**src/rtl/topic_model_gibbs_resampler_core_assert.svh**
```systemverilog
// Assertion macros shared by the resampler RTL.
`ifndef TOPIC_MODEL_GIBBS_RESAMPLER_CORE_ASSERT_SVH
`define TOPIC_MODEL_GIBBS_RESAMPLER_CORE_ASSERT_SVH

// Same-cycle implication, disabled while reset is asserted.
`define TMG_ASSERT_IMP(label, clk, rst_n, a, b) \
    label: assert property (@(posedge clk) disable iff (!rst_n) (a) |-> (b)) \
        else $error("tmg assertion failed");

// Next-cycle implication, disabled while reset is asserted.
`define TMG_ASSERT_NXT(label, clk, rst_n, a, b) \
    label: assert property (@(posedge clk) disable iff (!rst_n) (a) |=> (b)) \
        else $error("tmg assertion failed");

`endif

```
**src/rtl/tmg_pkg.sv**
```systemverilog
// ----------------------------------------------------------------------------
// tmg_pkg
// Shared sizes, codes and types of the topic resampler.
// ----------------------------------------------------------------------------
`timescale 1ns / 1ps

package tmg_pkg;

    localparam int NUM_TOPICS  = 128;
    localparam int VOCAB_SIZE  = 16384;
    localparam int DOC_COUNT   = 4096;

    localparam int TOPIC_W = $clog2(NUM_TOPICS);
    localparam int TK_W    = TOPIC_W + 1;
    localparam int VOCAB_W = $clog2(VOCAB_SIZE);
    localparam int DOC_W   = $clog2(DOC_COUNT);

    localparam int WORD_DEPTH = NUM_TOPICS * VOCAB_SIZE;
    localparam int DOC_DEPTH  = NUM_TOPICS * DOC_COUNT;
    localparam int WORD_AW    = TOPIC_W + VOCAB_W;
    localparam int DOC_AW     = TOPIC_W + DOC_W;
    localparam int CLR_LEN    = (WORD_DEPTH > DOC_DEPTH) ? WORD_DEPTH : DOC_DEPTH;
    localparam int CLR_W      = $clog2(CLR_LEN);

    // port field widths
    localparam int DOC_FW   = 12;
    localparam int WORD_FW  = 14;
    localparam int TOPIC_FW = 7;
    localparam int DRAW_W   = 16;

    // count and fixed point widths
    localparam int WCNT_W   = 20;
    localparam int DCNT_W   = 16;
    localparam int TCNT_W   = 24;
    localparam int FRAC_W   = 16;
    localparam int PRIOR_W  = 24;
    localparam int BTOT_W   = 32;
    localparam int A_W      = WCNT_W + FRAC_W + 1;
    localparam int B_W      = DCNT_W + FRAC_W + 1;
    localparam int DEN_W    = TCNT_W + FRAC_W + 1;
    localparam int PROD_W   = A_W + B_W;
    localparam int Q_W      = 32;
    localparam int PLO_W    = Q_W + B_W;
    localparam int SUM_W    = 48;

    // divider: two quotient bits per cycle
    localparam int DIV_BITS  = 2;
    localparam int DIV_STEPS = Q_W / DIV_BITS;
    localparam int STEP_W    = $clog2(DIV_STEPS);

    localparam int CFG_IDX_W  = 2;
    localparam int CFG_DATA_W = 32;

    localparam int QDEPTH  = 2;
    localparam int QPTR_W  = $clog2(QDEPTH);
    localparam int QCNT_W  = QPTR_W + 1;

    typedef enum logic [CFG_IDX_W-1:0] {
        REG_TOPICS     = 2'd0,
        REG_ALPHA      = 2'd1,
        REG_BETA       = 2'd2,
        REG_BETA_TOTAL = 2'd3
    } cfg_reg_t;

    typedef enum logic {
        OP_LOAD     = 1'b0,
        OP_RESAMPLE = 1'b1
    } op_t;

    typedef struct packed {
        op_t                op;
        logic [DOC_W-1:0]   doc;
        logic [VOCAB_W-1:0] word;
        logic [TOPIC_W-1:0] topic;
        logic [DRAW_W-1:0]  draw;
    } item_t;

    typedef struct packed {
        logic [TK_W-1:0]    k;
        logic [PRIOR_W-1:0] alpha;
        logic [PRIOR_W-1:0] beta;
        logic [BTOT_W-1:0]  beta_total;
    } cfg_t;

    typedef struct packed {
        logic  valid;
        item_t item;
    } head_t;

endpackage

```
**src/rtl/tmg_front.sv**
```systemverilog
// ----------------------------------------------------------------------------
// tmg_front
// Command intake, configuration registers and the word queue to the back end.
// ----------------------------------------------------------------------------
`timescale 1ns / 1ps

`include "topic_model_gibbs_resampler_core_assert.svh"

module tmg_front import tmg_pkg::*; (
    input  logic                  clk,
    input  logic                  rst_n,
    input  logic                  start,
    output logic                  busy,
    input  logic                  operation,
    input  logic [DOC_FW-1:0]     doc_index,
    input  logic [WORD_FW-1:0]    word_index,
    input  logic [TOPIC_FW-1:0]   current_topic,
    input  logic [DRAW_W-1:0]     uniform_draw,
    input  logic                  cfg_write,
    input  logic [CFG_IDX_W-1:0]  cfg_index,
    input  logic [CFG_DATA_W-1:0] cfg_data,
    input  logic                  clearing,
    input  logic                  pop,
    output head_t                 head,
    output cfg_t                  cfg
);

    logic [7:0]         topics_reg;
    logic [PRIOR_W-1:0] alpha_reg;
    logic [PRIOR_W-1:0] beta_reg;
    logic [BTOT_W-1:0]  btot_reg;

    item_t              q_reg [QDEPTH];
    logic [QPTR_W-1:0]  wr_ptr_reg;
    logic [QPTR_W-1:0]  rd_ptr_reg;
    logic [QCNT_W-1:0]  cnt_reg;

    logic  push;
    item_t in_item;
    logic [TK_W-1:0] k_clamp;

    assign busy = clearing || (cnt_reg == QCNT_W'(QDEPTH));
    assign push = start && !busy;

    // indices wrap to the built store sizes
    assign in_item.op    = op_t'(operation);
    assign in_item.doc   = doc_index[DOC_W-1:0];
    assign in_item.word  = word_index[VOCAB_W-1:0];
    assign in_item.topic = current_topic[TOPIC_W-1:0];
    assign in_item.draw  = uniform_draw;

    assign head.valid = (cnt_reg != '0);
    assign head.item  = q_reg[rd_ptr_reg];

    always_comb
    begin
        if (topics_reg == 8'd0)
        begin
            k_clamp = TK_W'(1);
        end
        else if (TK_W'(topics_reg) > TK_W'(NUM_TOPICS))
        begin
            k_clamp = TK_W'(NUM_TOPICS);
        end
        else
        begin
            k_clamp = TK_W'(topics_reg);
        end
    end
    assign cfg.k          = k_clamp;
    assign cfg.alpha      = alpha_reg;
    assign cfg.beta       = beta_reg;
    assign cfg.beta_total = btot_reg;

    always_ff @(posedge clk or negedge rst_n)
    begin
        if (!rst_n)
        begin
            topics_reg <= 8'd100;
            alpha_reg  <= PRIOR_W'(32768);
            beta_reg   <= PRIOR_W'(655);
            btot_reg   <= BTOT_W'(13107200);
        end
        else if (cfg_write)
        begin
            case (cfg_reg_t'(cfg_index))
                REG_TOPICS:     topics_reg <= cfg_data[7:0];
                REG_ALPHA:      alpha_reg  <= cfg_data[PRIOR_W-1:0];
                REG_BETA:       beta_reg   <= cfg_data[PRIOR_W-1:0];
                REG_BETA_TOTAL: btot_reg   <= cfg_data[BTOT_W-1:0];
                default:        ;
            endcase
        end
    end

    always_ff @(posedge clk or negedge rst_n)
    begin
        if (!rst_n)
        begin
            wr_ptr_reg <= '0;
            rd_ptr_reg <= '0;
            cnt_reg    <= '0;
        end
        else
        begin
            if (push)
            begin
                wr_ptr_reg <= wr_ptr_reg + 1'b1;
            end
            if (pop)
            begin
                rd_ptr_reg <= rd_ptr_reg + 1'b1;
            end
            if (push && !pop)
            begin
                cnt_reg <= cnt_reg + 1'b1;
            end
            else if (pop && !push)
            begin
                cnt_reg <= cnt_reg - 1'b1;
            end
        end
    end

    always_ff @(posedge clk)
    begin
        if (push)
        begin
            q_reg[wr_ptr_reg] <= in_item;
        end
    end

    `TMG_ASSERT_NXT(a_push_fills, clk, rst_n, push, cnt_reg != '0)
    `TMG_ASSERT_IMP(a_pop_nonempty, clk, rst_n, pop, cnt_reg != '0)

endmodule

```
**config.mk**
```make
export PLATFORM = sky130hd
export DESIGN_NAME = tmg_front
export DESIGN_NICKNAME = d
export VERILOG_FILES = /design/src/rtl/tmg_pkg.sv /design/src/rtl/tmg_front.sv
export VERILOG_INCLUDE_DIRS = /design/src /design/src/rtl
export SDC_FILE = /design/constraint.sdc
export NUM_CORES = 1
export LEC_CHECK = 0
export BUFFER_PORTS_ARGS = -buffer_cell sky130_fd_sc_hd__buf_2
export CAP_MARGIN = 20
export CORE_MARGIN = 1
export CORE_UTILIZATION = 35
export DETAILED_ROUTE_END_ITERATION = 6
export PLACE_DENSITY_LB_ADDON = 0.08
export SETUP_SLACK_MARGIN = 0.2
export SLEW_MARGIN = 5
export SYNTH_ARGS = -nofsm -noshare
export SYNTH_HDL_FRONTEND = slang
export SYNTH_SLANG_ARGS = --single-unit
```
**constraint.sdc**
```tcl
create_clock -name clk -period 3.9 [get_ports clk]
set_clock_uncertainty 0.05 [all_clocks]
set_input_delay 0.195 -clock clk [delete_from_list [all_inputs] [get_ports clk]]
set_output_delay 0.195 -clock clk [all_outputs]
set_load 0.02 [all_outputs]
```
Word level (Yosys, flattened, before mapping). Memory sizes are Yosys's and may differ from the RTL's. Cells that the tools add are included. W data, S select, Z words.

Register bits: 92. Bits in writable memories: 100. Input port bits: 90. Output and inout bits: 140. Logic and storage cells: 38. Memories kept: 1.

Add/subtract/negate cells: 4. Order comparisons: 1. Equality and inequality tests: 4. Muxes and demuxes: 6. Reduce and logical (&&, ||, !) cells: 15.

Memory list: q_reg (words 2, bits a word 50, read ports 1, clocked after memory_dff 0, wr ports 1, RTL line tmg_front.sv:33) `item_t q_reg [QDEPTH];`.

Operator list (number): $mux W8 (2); $gt A8 B8 Y1 const B (1); $logic_not A8 Y1 (1); $reduce_and A2 Y1 (4); $eq A2 B2 Y1 const B (3); $mux W2 (2); $reduce_bool A2 Y1 (2); $logic_and A1 B1 Y1 (3); $logic_not A1 Y1 (3); $add A1 B1 Y1 const B (2); $add A2 B1 Y2 const B (1); $eq A2 B1 Y1 const B (1); $logic_not A2 Y1 (1); $mux W1 (2); $sub A2 B1 Y2 const B (1); $logic_or A1 B1 Y1 (1).

Depth between registers and ports, before layout. Gate-level depths: netlist (run 1).

Depth after elaboration: 8. Depth in mapped cells: 7. Gate-level depth less buffers: 7.

Worst setup path before layout (run 1). OpenSTA, ideal clock, no wires.

Kind: register -> register. Start: register cnt_reg[1]. End: memory q_reg[0][0] (netlist name) (enable). Arrival: 2.707 ns. Required time: 3.392 ns. Slack: 0.685 ns. Stages on the path, launching flop included: 4. Buffers on the path: 0. Path through: dfrtp_1 inv_1 o211ai_1 nor2_1.

Word-level cells in the longest chain between the ends: 6.

Ends and longest elaborated chain: start: declaration (RTL line tmg_front.sv:36) `logic [QCNT_W-1:0] cnt_reg;`; start signal: assignment (RTL line tmg_front.sv:116) `cnt_reg <= cnt_reg + 1'b1;`; start signal: assignment (RTL line tmg_front.sv:120) `cnt_reg <= cnt_reg - 1'b1;`; $eq A2 B2 Y1 (RTL line tmg_front.sv:42) `assign busy = clearing || (cnt_reg == QCNT_W'(QDEPTH));`; $logic_or A1 B1 Y1 (RTL line tmg_front.sv:42); $logic_not A1 Y1 (RTL line tmg_front.sv:43) `assign push = start && !busy;`; $logic_and A1 B1 Y1 (RTL line tmg_front.sv:43); $mux W1 (RTL line tmg_front.sv:127) `if (push)`; $mux W1 (not written as such) (RTL line tmg_front.sv:129) `q_reg[wr_ptr_reg] <= in_item;`; end: declaration (RTL line tmg_front.sv:33).

No other way between the ends.

==> metrics.cfg, run 1 <==
[synthesis]
synthesis.nets = 467
synth-main-ff-cell = edfxtp_1
synth_top_area_share_pct = 41.9
synth_cell_types = 22
synth_top_area_cell = edfxtp_1
synth_cells = 376
yosysMostFrequentCell = mux2_2
async_flop_share_pct = 47.9
yosys-top-cells-area = edfxtp_1 (42%), dfrtp_1 (28%), mux2_2 (22%)
synthTopCellsByCount = mux2_2 (138), edfxtp_1 (100), dfrtp_1 (79), dfstp_2 (13), buf_2 (8)
synth-seq-cells = 192
synth-edff-count = 100
syn_area_sq_um = 7170
yosysWarnings = 0
synth_seq_area_share_pct = 74.2
avgSynthCellArea_sq_um = 19.1

[grt]
grt_pass1_wl_mm = 25.7
gr-total-overflow = 0
top_usage_layer = met2
met2_usage_pct = 27.7
gr-usage-met1_pct = 18.2
antenna_found_initial = 0
grt.met3_usage_pct = 5.35
grt_pass1_vias = 4818
grt_max_degree = 65
grt_use_total_pct = 15.9

[power_and_ir_drop]
clkPwrFrac_pct = 29.7
switchingPower_w = 0.00197
power_leakage_nw = 4.27
power_density_nw_per_um2 = 620
combPwrFrac_pct = 27.5
swShare_pct = 31.5
ir_drop_mv = 0.305
p_int_w = 0.00429
p_total_w = 0.00626
power_frac_seq_pct = 42.8

[cts]
clock_latency_ns = 0.42
htree_num_levels = 4
cts.clk_slew.worst_paths_ns = 0.07
cts_made_buffers = 17
clk_path_buf_depth = 2
tritoncts = yes
root_buffer = clkbuf_16
ctsResizeCount = 0
clock-sinks = 192

[floorplanning]
ios = 230
fp-row-count = 51
dieWidth_microns = 145
initial_core_util_pct = 36.3
core_sq_um = 19800
die-area_sq_um = 21100
die_height_microns = 145

[worst_setup_path]
cp_max_fo = 28
critPathSlowestCell = dfrtp_2
crit_path_end_kind = primary output
worstPathArrival_ns = 2.00
crit_path_start_kind = flip-flop
cp.required_ns = 3.65
r2r_slack_ns = 1.76
cpPeakStageDelay_ns = 0.76
crit_chain = buf_12 > mux2_2 > buf_2
crit_type = reg2out

[timing]
tightest_slew_ns = 0.919
finalCritPeriodShare_pct = 57.5
slew_viol_final = 0
final_hold_viol_count = 0
fmax_ghz = 0.446
tns_ns = 0
rsz0062_at_grt = false
finalCriticalPeriod_ns = 2.24
slew_headroom_pct = 38.6
setup_viol = 0

[placement]
io_buffers = 229
dp_hpwl_mm = 10.8
gp_congestion = 0.714

[final_layout]
seqCellArea_sq_um = 5320
layout-drive-gt1-share_pct = 59.8
fill_cells = 1722
multi_input_area_sq_um = 1760
diodes = 0
area_growth_pct = 40.9
num-nets-final = 789
largest_reg_flops = 100

[flow_run]
drv_cap = 0

[detailed_routing]
vias_per_cell = 4.45
routedWlPerCell_microns = 16.3
vias = 4344
drc_errors = 0
drt_first_pass_iters = 4
wl_mm = 15.9
drtIter0Drc = 131
drtAntennaViolNets = 0

[outcome]
status = completed

[hold_path]
hold_path.class = in2reg

## worst paths after layout
kind | start | to | cells after the start
min reg2reg | beta_reg[4] | beta_reg[4] | 1
min | cfg_data[7] | alpha_reg[7] | 2
max reg2reg | cnt_reg[0] | q_reg[1][31] | 4
min in group asynchronous | rst_n | btot_reg[27] | 2
max in group asynchronous | rst_n | alpha_reg[15] | 3
max | rd_ptr_reg | head[49] | 3
## cell usage in the layout, fill, tap and decap left out
master	n
edfxtp_1	100
nand3_2	1
nor3b_4	1
clkinvlp_4	3
clkbuf_16	17
inv_8	7
a21oi_1	2
mux2_2	138
nor4_1	1
buf_12	1
xnor2_1	3
ha_1	1
dfstp_2	13
dfrtp_1	78
buf_2	228
clkinv_8	1
nor2_4	1
buf_4	6
dfrtp_2	1
bufinv_16	3
o211ai_1	1
and3_2	1
nand2_1	1
dlygate4sd3_1	82
nor2_1	3
nand3b_2	2
inv_1	6
xor2_1	2
inv_6	1
nor2b_1	6
## metrics by stage
step           hold slack [ns]  util (%)  cell area (sq um)  instances  setup slack, ns
5_1_grt                0.00872      51.1              10100        976             1.54
6_report                0.0190      51.1              10100        976             1.66
4_1_cts                0.00392      51.1              10100        976             1.59
2_1_floorplan           -0.151         -               7170        376            0.685
3_5_place_dp             0.297      43.7               8640        862             1.70
3_3_place_gp             0.281      43.6               8620        861             1.78
## timing repair
action                    in CTS  in global routing
hold buffers                  82                  0
hold endpoints to repair     236                  0
setup buffers                  0                  0
## power groups by stage
| stage | clock network (W) | registers [W] | logic, W |
|---|---|---|---|
| final | 0.00186 | 0.00268 | 0.00172 |
| after global routing | 0.00200 | 0.00273 | 0.00184 |
| after floorplan | 0 | 0.00286 | 0.000919 |
| after CTS | 0.00192 | 0.00269 | 0.00175 |
| after detailed placement | 0 | 0.00273 | 0.00168 |
| after global placement | 0 | 0.00276 | 0.00159 |
## worst max-delay path: cells and delay by family (launching register included)
kind | cells | cell delay [ns]
flops | 1 | 0.76
mux | 1 | 0.36
buf+inv | 2 | 0.45
## layout make-up
class                   instances  share of cell area, %
repair buffers                317                   20.1
clock buffers                  17                   4.21
multi-input cells             164                   17.4
well taps                     265                   3.28
inverters                       6                  0.223
flip-flops and latches        192                   52.7
clock inverters                15                   2.14
## layer usage
metal  wire length, microns  vias to the layer above
met5                      0                        -
met4                    172                        0
met3                   1130                       12
met2                   8080                      143
met1                   6480                     2158
li1                       -                     2031
## cells by family (layout without fill, tap and decap cells)
family          Yosys count  count (layout)  synth area share, %
xor+xnor                  5               5                0.611
mux                     138             138                 21.7
fa+ha+maj                 1               1                0.174
buf+inv                  20             355                 1.50
simple gates             17              17                 1.61
compound gates            3               3                0.244
flops                   192             192                 74.2
(Power assumes the default switching activity.)
==> inputs of run 2 (changes only) <==
clock period = 2.1 ns   (was 3.9 ns; I/O delays follow)
==> metrics.cfg, run 2 (synthesis gave the netlist of run 1 again) <==
[final_layout]
multi_input_area_sq_um = 1750  ; was 1760 sq um
stdcell_area_sq_um = 10200  ; was 10,100 sq um
diodes = 0  ; unchanged
area_growth_pct = 42.5  ; was 40.9%
post-route-util_pct = 51.7  ; was 51.1%
fill_cells = 1707  ; was 1,722
seqCellArea_sq_um = 5320  ; unchanged
layout_commonest_cell = buf_2  ; unchanged
layoutNonFillerInstCount = 983  ; was 976
num-nets-final = 796  ; was 789
largest_reg_flops = 100  ; unchanged
layout-drive-gt1-share_pct = 59.7  ; was 59.8%
layout_common_cells = buf_2 (228), mux2_2 (138), edfxtp_1 (100)  ; unchanged

[floorplanning]
die-area_sq_um = 21100  ; unchanged
core_sq_um = 19800  ; unchanged
ios = 230  ; unchanged
die_height_microns = 145  ; unchanged
initial_core_util_pct = 36.3  ; unchanged
dieWidth_microns = 145  ; unchanged
fp-row-count = 51  ; unchanged

[placement]
dp_hpwl_mm = 10.5  ; was 10.8 mm
io_buffers = 229  ; unchanged
dp_cells = 865  ; was 862
gp_congestion = 0.716  ; was 0.714
dpl_cell_area_sq_um = 8730  ; was 8640 sq um

[cts]
cts_made_buffers = 17  ; unchanged
clock_latency_ns = 0.42  ; about the same
root_buffer = clkbuf_16  ; unchanged
tritoncts = yes  ; unchanged
cts.clk_slew.worst_paths_ns = 0.08  ; was 0.07 ns
clock-sinks = 192  ; unchanged
htree_num_levels = 4  ; unchanged
clk_path_buf_depth = 2  ; unchanged

[timing]
finalCriticalPeriod_ns = 1.80
slew_viol_final = 0  ; unchanged
fmax_ghz = 0.556
tns_ns = 0  ; unchanged
tightest_slew_ns = 0.469  ; was 0.919 ns
final_hold_viol_count = 0  ; unchanged
finalCritPeriodShare_pct = 85.6
slew_headroom_pct = 68.6  ; was 38.6%
rsz0062_at_grt = false  ; unchanged
setup_viol = 0  ; unchanged

[detailed_routing]
drtAntennaViolNets = 0  ; unchanged
drtIter0Drc = 156  ; was 131
routedWlPerCell_microns = 16.3  ; about the same
vias_per_cell = 4.50  ; was 4.45
drc_errors = 0  ; unchanged
wl_mm = 16.1  ; was 15.9 mm
drt_first_pass_iters = 4  ; unchanged
vias = 4425  ; was 4,344

[power_and_ir_drop]
power_leakage_nw = 4.32  ; was 4.27 nW
p_int_w = 0.00793  ; was 0.00429 W
combPwrFrac_pct = 29.2  ; was 27.5%
power_frac_seq_pct = 42.2  ; was 42.8%
p_total_w = 0.0116  ; was 0.00626 W
switchingPower_w = 0.00369  ; was 0.00197 W
swShare_pct = 31.8  ; was 31.5%
ir_drop_mv = 0.535  ; was 0.305 mV
clkPwrFrac_pct = 28.6  ; was 29.7%
power_density_nw_per_um2 = 1140  ; was 620 nW/um^2

[grt]
antenna_found_initial = 0  ; unchanged
grt_pass1_vias = 4873  ; was 4,818
gr-total-overflow = 0  ; unchanged
grt_max_degree = 76  ; was 65
grt_use_total_pct = 15.7  ; was 15.9%
grt_pass1_wl_mm = 25.5  ; was 25.7 mm

[hold_path]
hold_path.class = in2async  ; was in2reg

[worst_setup_path]
critPathSlowestCell = dfrtp_2  ; unchanged
cpPeakStageDelay_ns = 0.47  ; was 0.76 ns
crit_chain = buf_12 > mux2_2 > buf_2  ; unchanged
cp.required_ns = 1.95  ; was 3.65 ns
crit_path_start_kind = flip-flop  ; unchanged
crit_start = rd_ptr_reg  ; unchanged
worstPathArrival_ns = 1.64  ; was 2.00 ns
reg2reg_from = cnt_reg[0]  ; unchanged
cp_max_fo = 22  ; was 28
crit_path_end_kind = primary output  ; unchanged
r2r_slack_ns = 0.38  ; was 1.76 ns
crit_type = reg2out  ; unchanged

[flow_run]
drv_cap = 0  ; unchanged

[outcome]
status = completed  ; unchanged

## run 2: cell count changes in the layout (fill, tap and decap cells not counted), sizes merged
cell	change
buf	+5
bufinv	-1
dlygate4sd3	+2
clkinvlp	-2
clkinv	+3
## run 2: layout make-up
type	count	share of cell area (%)
repair buffers	324	21.3
flip-flops and latches	192	52.1
clock inverters	15	1.84
inverters	6	0.220
well taps	265	3.24
multi-input cells	164	17.1
clock buffers	17	4.16
## run 2: layer usage
| metal | wire, microns | GRT usage [%] |
|---|---|---|
| met4 | 178 | 5.00 |
| met3 | 1190 | 5.53 |
| met1 | 6620 | 18.0 |
| met2 | 8070 | 27.2 |
| met5 | 0 | 0 |
## run 2: critical path, delay by kind of cell (launching register included)
family | cells | cell delay, ns
buf+inv | 2 | 0.38
flops | 1 | 0.47
mux | 1 | 0.36
## run 2: final timing paths
path / to / cells after the start
min in group clk: wr_ptr_reg / 3
min: btot_reg[27] / 2
min reg2reg: beta_reg[5] / 1
max: head[46] / 3
max in group asynchronous: topics_reg[2] / 3
max reg2reg: cnt_reg[1] / 6
## run 2: metrics by stage
step	hold WS, ns	setup WS (ns)
detailed placement	-0.0544	0.416
floorplan	-0.241	0.241
global route	0.0258	0.240
finish	0.0297	0.302
global placement	-0.0595	0.511
CTS	0.0151	0.203
## run 2: timing repair
item / 4_1_cts / 5_1_grt
gates resized for setup: 0 / 1
buffers inserted: 1 / 0
endpoints found under the setup margin: 43 / 21
cloned: 1 / 0
hold buffers: 84 / 0
hold endpoints to repair: 269 / 0
## run 2: power by group through the flow
stage                     clock network [W]  logic (W)  registers [W]
after floorplan                           0    0.00171        0.00530
after global placement                    0    0.00317        0.00496
after detailed placement                  0    0.00320        0.00499
after CTS                           0.00343    0.00347        0.00491
after global routing                0.00357    0.00361        0.00498
final                               0.00332    0.00340        0.00491
==> inputs of run 3 (changes only) <==
GPL_ROUTABILITY_DRIVEN = 1   (was not set)
SKIP_CTS_REPAIR_TIMING = 1   (was not set)
clock period = 1.6 ns   (was 2.1 ns; I/O delays follow)
==> metrics.cfg, run 3 (synthesis gave the netlist of run 1 again) <==
[worst_setup_path]
crit_type = reg2out  ; unchanged
crit_chain = buf_12 > clkbuf_16 > mux2_4 > buf_6  ; was buf_12 > mux2_2 > buf_2
worstPathArrival_ns = 1.62  ; was 1.64 ns
critPathSlowestCell = dfrtp_2  ; unchanged
critPathBufInv = 3  ; was 2
rr_endpoint = q_reg[0][37]  ; was cnt_reg[1]
crit_end = head[18]  ; was head[46]
r2r_slack_ns = -0.07  ; was 0.38 ns
cpPeakStageDelay_ns = 0.43  ; was 0.47 ns
worstRegToRegCells = 6  ; unchanged
crit_path_start_kind = flip-flop  ; unchanged
cp_max_fo = 8  ; was 22
cp_top_family = buffers and inverters  ; was flip-flops
crit_path_end_kind = primary output  ; unchanged
reg2reg_from = cnt_reg[1]  ; was cnt_reg[0]
crit_start = rd_ptr_reg  ; unchanged
cp.depth = 4  ; was 3
cp.required_ns = 1.47  ; was 1.95 ns

[placement]
io_buffers = 229  ; unchanged
gp_congestion = 0.698  ; was 0.716
place_ws_ns = 0.0818  ; was 0.416 ns
dp_hpwl_mm = 10.8  ; was 10.5 mm

[timing]
tightest_slew_ns = 0.492  ; was 0.469 ns
fmax_ghz = 0.571
final_hold_viol_count = 0  ; unchanged
finalCritPeriodShare_pct = 110
setup_viol = 83  ; was 0
slew_headroom_pct = 67.2  ; was 68.6%
slew_viol_final = 0  ; unchanged
whs_ns = 0.0215  ; was 0.0297 ns
rsz0062_at_grt = true  ; was false
finalCriticalPeriod_ns = 1.75
fin_ws_ns = -0.153  ; was 0.302 ns

[power_and_ir_drop]
ir_drop_mv = 0.676  ; was 0.535 mV
power_frac_seq_pct = 37.7  ; was 42.2%
power_leakage_nw = 4.85  ; was 4.32 nW
clkPwrFrac_pct = 25.6  ; was 28.6%
switchingPower_w = 0.00514  ; was 0.00369 W
power_density_nw_per_um2 = 1520  ; was 1140 nW/um^2
combPwrFrac_pct = 36.7  ; was 29.2%
p_int_w = 0.0119  ; was 0.00793 W
swShare_pct = 30.1  ; was 31.8%

[detailed_routing]
drt_first_pass_iters = 4  ; unchanged
vias = 4578  ; was 4,425
vias_per_cell = 4.49  ; was 4.50
drc_errors = 0  ; unchanged
drtIter0Drc = 147  ; was 156
wl_mm = 17.6  ; was 16.1 mm
drtAntennaViolNets = 0  ; unchanged
routedWlPerCell_microns = 17.2  ; was 16.3 microns

[final_layout]
area_growth_pct = 56.9  ; was 42.5%
layout-drive-gt1-share_pct = 63.0  ; was 59.7%
post-route-util_pct = 56.9  ; was 51.7%
diodes = 0  ; unchanged
num-nets-final = 832  ; was 796
layout_common_cells = buf_2 (184), mux2_2 (105), edfxtp_1 (100)  ; was buf_2 (228), mux2_2 (138), edfxtp_1 (100)
layout_commonest_cell = buf_2  ; unchanged
largest_reg_flops = 100  ; unchanged

[grt]
grt_pass1_wl_mm = 23.8  ; was 25.5 mm
grt_pass1_vias = 4428  ; was 4,873
grt_max_degree = 40  ; was 76
antenna_found_initial = 0  ; unchanged
grt_use_total_pct = 14.7  ; was 15.7%
gr-total-overflow = 0  ; unchanged

[cts]
htree_num_levels = 4  ; unchanged
tritoncts = yes  ; unchanged
cts_made_buffers = 17  ; unchanged
cts.clk_slew.worst_paths_ns = 0.06  ; was 0.08 ns
clock-sinks = 192  ; unchanged
clk_path_buf_depth = 2  ; unchanged
root_buffer = clkbuf_16  ; unchanged
clock_latency_ns = 0.41  ; was 0.42 ns

[outcome]
violations = negative setup slack
status = finished with violations  ; was completed

[floorplanning]
initial_core_util_pct = 36.3  ; unchanged
dieWidth_microns = 145  ; unchanged
die-area_sq_um = 21100  ; unchanged
core_sq_um = 19800  ; unchanged
ios = 230  ; unchanged
fp-row-count = 51  ; unchanged
die_height_microns = 145  ; unchanged

[hold_path]
hold_path.class = in2reg  ; was in2async

[flow_run]
drv_cap = 0  ; unchanged

-- run 3: how the worst min path moves through the flow --
stage	start	to	slack, ns	cells past startpoint
after detailed placement	rst_n	btot_reg[31]	0.03	1
after global placement	rst_n	btot_reg[31]	0.02	1
after global routing	start	wr_ptr_reg	0.004	3
after floorplan	rst_n	alpha_reg[0]	-0.27	0
final	start	wr_ptr_reg	0.02	3
after CTS	rst_n	btot_reg[31]	-0.43	1
-- run 3: power groups by stage --
stage          registers, W  logic, W  clock network (W)
2_1_floorplan       0.00696   0.00225                  0
3_3_place_gp        0.00648   0.00425                  0
3_5_place_dp        0.00651   0.00427                  0
4_1_cts             0.00642   0.00429            0.00449
5_1_grt             0.00653   0.00657            0.00470
6_report            0.00645   0.00626            0.00437
-- run 3: tightest hold or removal path: cells and delay by family --
family,cells,cell delay [ns]
compound gates,1,0.15
buf+inv,1,0.13
xor+xnor,1,0.08
-- run 3: layout make-up --
class	count	area, sq um
inverters	6	22.5
multi-input cells	165	1950
well taps	265	332
clock inverters	9	116
clock buffers	23	503
flip-flops and latches	192	5320
fillers	1571	8530
repair buffers	359	3010
-- run 3: layer usage --
layer,vias up,routed length (microns),global-route usage [%]
met4,0,188,5.00
met1,2283,7240,17.3
met3,15,993,5.44
met5,-,0,0
li1,2128,-,-
met2,152,9150,24.7
-- run 3: metrics by stage --
stage / cell area, sq um / TNS (ns) / cells / total power (W)
after floorplan: 7180 / -20.55 / 376 / 0.00920
after global placement: 8770 / 0 / 873 / 0.0107
after detailed placement: 8770 / 0 / 873 / 0.0108
after global routing: 11300 / -11.44 / 1019 / 0.0178
after CTS: 9390 / -6.08 / 905 / 0.0152
final: 11300 / -7.23 / 1019 / 0.0171
